**config.mk**
```make
export PLATFORM = sky130hd
export DESIGN_NAME = cube_map_face_and_uv
export DESIGN_NICKNAME = d
export VERILOG_FILES = /design/src/rtl/cmfuv_pkg.sv /design/src/rtl/cube_map_face_and_uv.sv /design/src/rtl/cmfuv_front.sv /design/src/rtl/cmfuv_queue.sv /design/src/rtl/cmfuv_back.sv
export SDC_FILE = /design/constraint.sdc
export NUM_CORES = 2
export LEC_CHECK = 0
export ABC_AREA = 1
export BUFFER_PORTS_ARGS = -buffer_cell sky130_fd_sc_hd__buf_2
export CELL_PAD_IN_SITES_DETAIL_PLACEMENT = 1
export CELL_PAD_IN_SITES_GLOBAL_PLACEMENT = 1
export CORE_ASPECT_RATIO = 0.75
export CORE_MARGIN = 2
export CORE_UTILIZATION = 52
export CTS_CLUSTER_DIAMETER = 50
export DETAILED_ROUTE_END_ITERATION = 12
export GPL_TIMING_DRIVEN = 0
export HOLD_SLACK_MARGIN = 0.06
export PLACE_DENSITY_LB_ADDON = 0.1
export SETUP_SLACK_MARGIN = 0.15
export SYNTH_ARGS = -nofsm -noshare
export SYNTH_HDL_FRONTEND = slang
export SYNTH_SLANG_ARGS = --single-unit
```
**constraint.sdc**
```tcl
create_clock -name clk -period 46.5 [get_ports clk]
set_clock_uncertainty 0.05 [all_clocks]
set_input_delay 9.3 -clock clk [delete_from_list [all_inputs] [get_ports clk]]
set_output_delay 9.3 -clock clk [all_outputs]
set_load 0.01 [all_outputs]
```
**src/rtl/cmfuv_pkg.sv**
```systemverilog
// Shared constants and types for the cube-map face and coordinate block.
`timescale 1ns / 1ps
package cmfuv_pkg;

  // Fraction bits of a face coordinate, and quotient bits of one divide
  // (the quotient reaches 1.0 exactly, so one bit more).
  localparam int FRAC_BITS  = 16;
  localparam int QUOT_BITS  = FRAC_BITS + 1;

  typedef logic [2:0] face_t;

  localparam face_t FACE_POS_X = 3'd0;
  localparam face_t FACE_NEG_X = 3'd1;
  localparam face_t FACE_POS_Y = 3'd2;
  localparam face_t FACE_NEG_Y = 3'd3;
  localparam face_t FACE_POS_Z = 3'd4;
  localparam face_t FACE_NEG_Z = 3'd5;

  localparam logic [FRAC_BITS-1:0] COORD_MAX = '1;

endpackage

```
**src/rtl/cube_map_face_and_uv.sv**
```systemverilog
// Path from input word to output word: front register, queue, 17 divider stages,
// output register.
// Throughput: one direction per cycle while the output is not stalled; each of the
// 17 pipeline stages holds one quotient bit of the two coordinate dividers.
// Reset (rst, synchronous, active high) empties the front register, the queue
// and the pipeline valid bits; data registers are not reset.
`timescale 1ns / 1ps
module cube_map_face_and_uv #(
  parameter int COMPONENT_BITS = 16,
  parameter int QUEUE_DEPTH    = 4
) (
  input  logic clk,
  input  logic rst,

  // Input stream: one direction vector per word.
  input  logic                                    s_tvalid,
  output logic                                    s_tready,
  // tdata, from bit 0: dir_x, dir_y, dir_z (COMPONENT_BITS each), zero pad
  input  logic [((3*COMPONENT_BITS+7)/8)*8-1:0]   s_tdata,

  // Output stream: face and coordinates.
  output logic                                    m_tvalid,
  input  logic                                    m_tready,
  // tdata, from bit 0: face[2:0], coord_u[15:0], coord_v[15:0], zero pad
  output logic [39:0]                             m_tdata,
  // tuser: degenerate (all components zero)
  output logic                                    m_tuser
);

  localparam int B      = COMPONENT_BITS;
  localparam int QB     = cmfuv_pkg::QUOT_BITS;
  localparam int FB     = cmfuv_pkg::FRAC_BITS;
  localparam int ITEM_W = 4 + (B + 1) + 2 * (B + QB);

  logic              fr_valid;
  logic              fr_ready;
  logic [ITEM_W-1:0] fr_item;
  logic              q_valid;
  logic              q_ready;
  logic [ITEM_W-1:0] q_item;

  cmfuv_pkg::face_t  face;
  logic [FB-1:0]     coord_u;
  logic [FB-1:0]     coord_v;
  logic              degenerate;

  // Front: classify the vector and set up the divider operands
  // (dividend = (m +/- a) * 2^16 + m, divisor = 2m).
  cmfuv_front #(
    .COMPONENT_BITS (COMPONENT_BITS)
  ) u_front (
    .clk       (clk),
    .rst       (rst),
    .in_valid  (s_tvalid),
    .in_ready  (s_tready),
    .in_x      (s_tdata[B-1:0]),
    .in_y      (s_tdata[2*B-1:B]),
    .in_z      (s_tdata[3*B-1:2*B]),
    .out_valid (fr_valid),
    .out_ready (fr_ready),
    .out_item  (fr_item)
  );

  // Decoupling queue: front keeps accepting while the divider stalls briefly.
  cmfuv_queue #(
    .WIDTH (ITEM_W),
    .DEPTH (QUEUE_DEPTH)
  ) u_queue (
    .clk       (clk),
    .rst       (rst),
    .in_valid  (fr_valid),
    .in_ready  (fr_ready),
    .in_data   (fr_item),
    .out_valid (q_valid),
    .out_ready (q_ready),
    .out_data  (q_item)
  );

  // Back: bit-per-stage dividers, saturation at 1.0, zero-vector override.
  cmfuv_back #(
    .COMPONENT_BITS (COMPONENT_BITS)
  ) u_back (
    .clk       (clk),
    .rst       (rst),
    .in_valid  (q_valid),
    .in_ready  (q_ready),
    .in_item   (q_item),
    .out_valid (m_tvalid),
    .out_ready (m_tready),
    .out_face  (face),
    .out_u     (coord_u),
    .out_v     (coord_v),
    .out_degen (degenerate)
  );

  assign m_tdata = {5'b0, coord_v, coord_u, face};
  assign m_tuser = degenerate;

endmodule

```
**src/rtl/cmfuv_front.sv**
```systemverilog
// Front end: major-axis pick, face code and divider operand setup.
`timescale 1ns / 1ps
module cmfuv_front #(
  parameter int COMPONENT_BITS = 16,
  localparam int B      = COMPONENT_BITS,
  localparam int QB     = cmfuv_pkg::QUOT_BITS,
  localparam int ITEM_W = 4 + (B + 1) + 2 * (B + QB)
) (
  input  logic              clk,
  input  logic              rst,
  input  logic              in_valid,
  output logic              in_ready,
  input  logic [B-1:0]      in_x,
  input  logic [B-1:0]      in_y,
  input  logic [B-1:0]      in_z,
  output logic              out_valid,
  input  logic              out_ready,
  output logic [ITEM_W-1:0] out_item
);

  typedef struct packed {
    cmfuv_pkg::face_t face;
    logic             degen;
    logic [B:0]       dvs;   // 2 * major magnitude
    logic [B-1:0]     pu;    // u partial remainder
    logic [QB-1:0]    lu;    // u low dividend bits
    logic [B-1:0]     pv;
    logic [QB-1:0]    lv;
  } item_t;

  // Dividend = num * 2^16 + m; num is m +/- a, at most 2m.
  function automatic logic [B+QB-1:0] dividend(input logic [B-1:0] a,
                                               input logic [B-1:0] m,
                                               input logic         down);
    logic [B:0] num;
    num = down ? ({1'b0, m} - {1'b0, a}) : ({1'b0, m} + {1'b0, a});
    return {num, {cmfuv_pkg::FRAC_BITS{1'b0}}} + (B + QB)'(m);
  endfunction

  logic          valid;
  item_t         item;
  item_t         item_next;

  always_comb begin
    logic [B-1:0]    mx, my, mz, m, au, av;
    logic            nx, ny, nz, du, dv;
    logic [B+QB-1:0] dvd_u, dvd_v;

    nx = in_x[B-1];
    ny = in_y[B-1];
    nz = in_z[B-1];
    mx = nx ? (~in_x + 1'b1) : in_x;
    my = ny ? (~in_y + 1'b1) : in_y;
    mz = nz ? (~in_z + 1'b1) : in_z;

    // ties go to x, then y
    if (mx >= my && mx >= mz) begin
      item_next.face = nx ? cmfuv_pkg::FACE_NEG_X : cmfuv_pkg::FACE_POS_X;
      m  = mx;
      au = my;
      du = ny ^ ~nx;
      av = mz;
      dv = nz;
    end else if (my >= mz) begin
      item_next.face = ny ? cmfuv_pkg::FACE_NEG_Y : cmfuv_pkg::FACE_POS_Y;
      m  = my;
      au = mx;
      du = nx ^ ny;
      av = mz;
      dv = nz;
    end else begin
      item_next.face = nz ? cmfuv_pkg::FACE_NEG_Z : cmfuv_pkg::FACE_POS_Z;
      m  = mz;
      au = mx;
      du = nx;
      av = my;
      dv = ny ^ ~nz;
    end

    dvd_u = dividend(au, m, du);
    dvd_v = dividend(av, m, dv);

    item_next.degen = (m == '0);
    item_next.dvs   = {m, 1'b0};
    item_next.pu    = dvd_u[B+QB-1:QB];
    item_next.lu    = dvd_u[QB-1:0];
    item_next.pv    = dvd_v[B+QB-1:QB];
    item_next.lv    = dvd_v[QB-1:0];
  end

  assign in_ready  = !valid || out_ready;
  assign out_valid = valid;
  assign out_item  = item;

  always_ff @(posedge clk) begin
    if (rst) begin
      valid <= 1'b0;
    end else if (in_ready) begin
      valid <= in_valid;
    end
  end

  always_ff @(posedge clk) begin
    if (in_ready && in_valid) begin
      item <= item_next;
    end
  end

endmodule

```
**src/rtl/cmfuv_queue.sv**
```systemverilog
// Small register FIFO between the front end and the divider pipeline.
`timescale 1ns / 1ps
module cmfuv_queue #(
  parameter int WIDTH = 8,
  parameter int DEPTH = 4,
  localparam int AW   = $clog2(DEPTH),
  localparam int CW   = $clog2(DEPTH + 1)
) (
  input  logic             clk,
  input  logic             rst,
  input  logic             in_valid,
  output logic             in_ready,
  input  logic [WIDTH-1:0] in_data,
  output logic             out_valid,
  input  logic             out_ready,
  output logic [WIDTH-1:0] out_data
);

  logic [WIDTH-1:0] mem [DEPTH];
  logic [AW-1:0]    wr_ptr;
  logic [AW-1:0]    rd_ptr;
  logic [CW-1:0]    count;
  logic             push;
  logic             pop;

  assign in_ready  = (count != CW'(DEPTH));
  assign out_valid = (count != '0);
  assign out_data  = mem[rd_ptr];
  assign push      = in_valid && in_ready;
  assign pop       = out_valid && out_ready;

  always_ff @(posedge clk) begin
    if (rst) begin
      wr_ptr <= '0;
      rd_ptr <= '0;
      count  <= '0;
    end else begin
      if (push) begin
        wr_ptr <= (wr_ptr == AW'(DEPTH - 1)) ? '0 : wr_ptr + 1'b1;
      end
      if (pop) begin
        rd_ptr <= (rd_ptr == AW'(DEPTH - 1)) ? '0 : rd_ptr + 1'b1;
      end
      if (push && !pop) begin
        count <= count + 1'b1;
      end else if (pop && !push) begin
        count <= count - 1'b1;
      end
    end
  end

  always_ff @(posedge clk) begin
    if (push) begin
      mem[wr_ptr] <= in_data;
    end
  end

endmodule

```
**src/rtl/cmfuv_back.sv**
```systemverilog
// Back end: two pipelined restoring dividers, one quotient bit per stage.
`timescale 1ns / 1ps
module cmfuv_back #(
  parameter int COMPONENT_BITS = 16,
  localparam int B      = COMPONENT_BITS,
  localparam int QB     = cmfuv_pkg::QUOT_BITS,
  localparam int FB     = cmfuv_pkg::FRAC_BITS,
  localparam int ITEM_W = 4 + (B + 1) + 2 * (B + QB)
) (
  input  logic              clk,
  input  logic              rst,
  input  logic              in_valid,
  output logic              in_ready,
  input  logic [ITEM_W-1:0] in_item,
  output logic              out_valid,
  input  logic              out_ready,
  output cmfuv_pkg::face_t  out_face,
  output logic [FB-1:0]     out_u,
  output logic [FB-1:0]     out_v,
  output logic              out_degen
);

  typedef struct packed {
    cmfuv_pkg::face_t face;
    logic             degen;
    logic [B:0]       dvs;
    logic [B-1:0]     pu;
    logic [QB-1:0]    lu;
    logic [B-1:0]     pv;
    logic [QB-1:0]    lv;
  } item_t;

  typedef struct packed {
    cmfuv_pkg::face_t face;
    logic             degen;
    logic [B:0]       dvs;
    logic [B-1:0]     pu;
    logic [QB-1:0]    lu;
    logic [QB-1:0]    qu;
    logic [B-1:0]     pv;
    logic [QB-1:0]    lv;
    logic [QB-1:0]    qv;
  } stage_t;

  typedef struct packed {
    logic [B-1:0]  p;
    logic [QB-1:0] l;
    logic [QB-1:0] q;
  } div_t;

  // One restoring step: bring down the next dividend bit, subtract if it fits.
  function automatic div_t div_step(input div_t s, input logic [B:0] dvs);
    div_t       r;
    logic [B:0] t;
    t   = {s.p, s.l[QB-1]};
    r.l = {s.l[QB-2:0], 1'b0};
    if (t >= dvs) begin
      r.p = B'(t - dvs);
      r.q = {s.q[QB-2:0], 1'b1};
    end else begin
      r.p = t[B-1:0];
      r.q = {s.q[QB-2:0], 1'b0};
    end
    return r;
  endfunction

  function automatic stage_t stage_step(input stage_t s);
    stage_t r;
    div_t   du, dv;
    du      = div_step('{p: s.pu, l: s.lu, q: s.qu}, s.dvs);
    dv      = div_step('{p: s.pv, l: s.lv, q: s.qv}, s.dvs);
    r       = s;
    r.pu    = du.p;
    r.lu    = du.l;
    r.qu    = du.q;
    r.pv    = dv.p;
    r.lv    = dv.l;
    r.qv    = dv.q;
    return r;
  endfunction

  function automatic logic [FB-1:0] saturate(input logic [QB-1:0] q);
    return q[QB-1] ? cmfuv_pkg::COORD_MAX : q[FB-1:0];
  endfunction

  item_t         head;
  stage_t        head_stage;
  stage_t        stg [QB];
  logic [QB-1:0] stg_valid;
  logic          en;

  assign head = item_t'(in_item);

  always_comb begin
    head_stage.face  = head.face;
    head_stage.degen = head.degen;
    head_stage.dvs   = head.dvs;
    head_stage.pu    = head.pu;
    head_stage.lu    = head.lu;
    head_stage.qu    = '0;
    head_stage.pv    = head.pv;
    head_stage.lv    = head.lv;
    head_stage.qv    = '0;
  end

  // whole pipeline moves whenever the output register can take a word
  assign en       = !out_valid || out_ready;
  assign in_ready = en;

  always_ff @(posedge clk) begin
    if (rst) begin
      stg_valid <= '0;
      out_valid <= 1'b0;
    end else if (en) begin
      stg_valid <= {stg_valid[QB-2:0], in_valid};
      out_valid <= stg_valid[QB-1];
    end
  end

  always_ff @(posedge clk) begin
    if (en) begin
      stg[0] <= stage_step(head_stage);
      for (int k = 1; k < QB; k++) begin
        stg[k] <= stage_step(stg[k-1]);
      end
      out_degen <= stg[QB-1].degen;
      if (stg[QB-1].degen) begin
        out_face <= cmfuv_pkg::FACE_POS_X;
        out_u    <= '0;
        out_v    <= '0;
      end else begin
        out_face <= stg[QB-1].face;
        out_u    <= saturate(stg[QB-1].qu);
        out_v    <= saturate(stg[QB-1].qv);
      end
    end
  end

endmodule
```
==> metrics.md <==
| Metric | Value |
|---|---|
| Status | `complete, no violations` |
| CTS root buffer | `clkbuf_16` |
| Num CTS Buffers | `158` |
| Max frequency | `61.51 MHz` |
| Avg Cell Area, Syn | `10.69 um^2` |
| CP Buf/Inv Count | `7` |
| H-tree depth | `4` |
| DR iter-0 viols | `around 4600` |
| WS Path Type | `input port to register` |
| Via count | `approximately 55000` |
| Worst path max stage delay | `roughly 900 ps` |
| Netlist cell types | `between 60 and 70` |
| Largest net degree at the start of global routing | `73` |
| Initial antenna violation count | `3` |
| Tightest Pin Transition | `1465 ps` |
| GRT Overall Usage | `0.2912` |
| Worst path top cell family by delay | `simple AND/OR/NAND/NOR gates` |
| Hold-fix buffers, CTS | `0` |
| CTS tree | `yes` |
| Initial Utilization | `0.5251` |
| Antenna Cells | `0` |
| Reg clk slew, reported paths | `70 ps` |
| Synthesized cell area | `~0.076 mm^2` |
| Final worst slack | `about 30000 ps` |
| Worst-skew pair later-pin latency | `830 ps` |
| Antenna viol nets, final | `0` |
| DRT Pass-1 Iters | `6` |
| Post-synth EDFFs | `1418` |
| Cells after Synth | `7154` |
| Die Span Y | `336.1 um` |
| Area grow syn2layout | `11.65%` |
| RSZ-0062 raised after global routing | `false` |
| Final HPWL DP | `167800 um` |
| Crit path arrival time | `approximately 17000 ps` |
| Core area | `0.1456 mm^2` |
| CP max FO | `10` |
| Post-synthesis register bit count | `1446` |
| Drc violations | `0` |
| I/O pins | `95` |
| Post-CTS Resized | `0` |
| Post-route minimum period | `between 15000 and 20000 ps` |
| Clock Tree Buf Depth | `3` |
| Vias in the first global route | `56590` |
| Main flop type after synthesis | `edfxtp_1` |
| Final setup viols | `0` |
| First-pass GRT wire length | `335200 um` |
| Place WS | `between 20000 and 30000 ps` |
| Worst Hold Depth | `0` |
| R2R cell count | `23` |
| # rows | `between 100 and 150` |
| Ys async rst share | `0` |
| Type of the worst min-delay path | `register to register` |
| Crit-path slowest cell | `nor4_1` |
| WL final | `218900 um` |
| Critical path data required time | `47040 ps` |
| Worst slew margin | `0.02305` |
| Global route total overflow | `0` |
| Die Wd | `446.8 um` |
| Layout Nets | `between 8000 and 9000` |
| GPL Wtd Cong | `0.9084` |
| Fin. max-slew vios | `0` |
| Final Cycle Share | `0.3496` |
| Via density per instance | `5.725` |
| Max-cap violations | `0` |
| Critical Path End Type | `register` |
| Final hold vios | `0` |
| Setup Buffers After CTS | `0` |
| Seq/Total Area, Yosys | `0.5641` |
| Die ar. | `about 0.15 mm^2` |
| CTS sink cnt | `1446` |
| Crit path depth | `39` |
| Startpoint types | `input port` |
| Routed wire per std cell | `around 23 um` |
| YS warnings | `0` |
| Layout cells sized above 1 | `0.07561` |
| Crit-path most repeated cell | `nor2_1` |
| Port Buffers | `between 80 and 90` |
==> worst register-to-register path, stage by stage, from the launching register on <==
cell      delay (ps)
dfxtp_1          360
clkbuf_1         310
clkinv_1         280
clkbuf_1         410
clkbuf_1         550
clkbuf_1         520
nor2_1            90
o22ai_1          800
ha_1             360
fa_1             250
inv_1             50
a31oi_1          360
o221ai_1         280
a21oi_1          210
o21bai_1         110
nand2_1           70
nand2_1           80
a21oi_1          180
o21bai_1         130
nand2_1           70
nand3_1          170
inv_1            120
clkbuf_1         380
o21ai_0          220
==> layout make-up <==
class	count	area [um^2]
Clock inverter	103	1117
Fill cell	15560	60250
Tap cell	1968	2462
Buffer	167	837.1
Clock buffer	189	4125
Timing Repair Buffer	115	1154
Multi-Input combinational cell	4732	29500
Sequential cell	1446	43140
Inverter	813	3052
==> cells by family after synthesis <==
group | share of synthesized area
AOI/OAI and AO/OA | 0.1050
xor gates and xnor gates | 0.05544
adders and majority gates | 0.1099
buffers and inverters | 0.05080
DFF | 0.5641
muxes | 0.0001309
other | 0.00004903
and+or+nand+nor | 0.1146
==> layout by cell type (no fill, tap or decap), types with 214 or more instances in the layout <==
cell,instances
a21oi_1,750
edfxtp_1,1418
ha_1,616
inv_1,786
nand2_1,1140
nand3_1,294
nor2_1,524
o21ai_0,477
xnor2_1,214
xor2_1,267
==> cells in the mapped netlist (all sizes together), types with 50 or more instances <==
library cell  instances  share of area
ha                  616           0.10
nand2              1154          0.057
edfxtp             1418           0.56
inv                 809          0.040
o21ai               513          0.034
xnor2               214          0.025
a21oi               752          0.049
nand3               297          0.020
nor2                537          0.027
xor2                268          0.031
buf                 112         0.0082
clkbuf               55         0.0027
nand4                50         0.0041
==> sequential cells by signal (all words and copies together), names as in the netlist, 2 cells and up, named ones only <==
name,count
u_back.out_face,3
u_back.out_u,16
u_back.out_v,16
u_back.stg,1112
u_back.stg_valid,17
u_front.out_item,54
u_queue.count,3
u_queue.mem,216
u_queue.rd_ptr,2
u_queue.wr_ptr,2
==> layer usage <==
metal / share of wire / vias up / track usage
li1: - / 25650 / -
met4: 0.027 / 0 / 0.08468
met5: 0 / - / 0
met3: 0.051 / 293 / 0.03856
met2: 0.47 / 1446 / 0.4765
met1: 0.45 / 27190 / 0.4074
==> stage by stage <==
stage / cell area (um^2) / hold WS (ps) / TNS [ps] / util / cells
2_1_floorplan: 76500 / 350.3 / 0 / - / 7158
3_3_place_gp: 79390 / 350.4 / -8339260 / 0.5451 / 9213
3_5_place_dp: 80150 / 355.6 / 0 / 0.5503 / 9241
4_1_cts: 85390 / 347.7 / 0 / 0.5863 / 9533
5_1_grt: 85390 / 350.9 / 0 / 0.5863 / 9533
6_report: 85390 / 345.2 / 0 / 0.5863 / 9533
==> final timing paths <==
path,slack (ps),start,to
worst max-delay path,30240,s_tdata[16],u_front.out_item[64]$_DFFE_PP_
worst min-delay path,350,u_back.stg[0][120]$_DFFE_PN_,u_back.stg[0][240]$_DFFE_PN_
worst max register to register,39790,register,u_back.stg[0][91]$_DFFE_PN_
worst min register to register,350,u_back.stg[0][120]$_DFFE_PN_,u_back.stg[0][240]$_DFFE_PN_
Power is not shown: default switching activity piles up to over one toggle a cycle in this logic, so the estimate is an artifact.
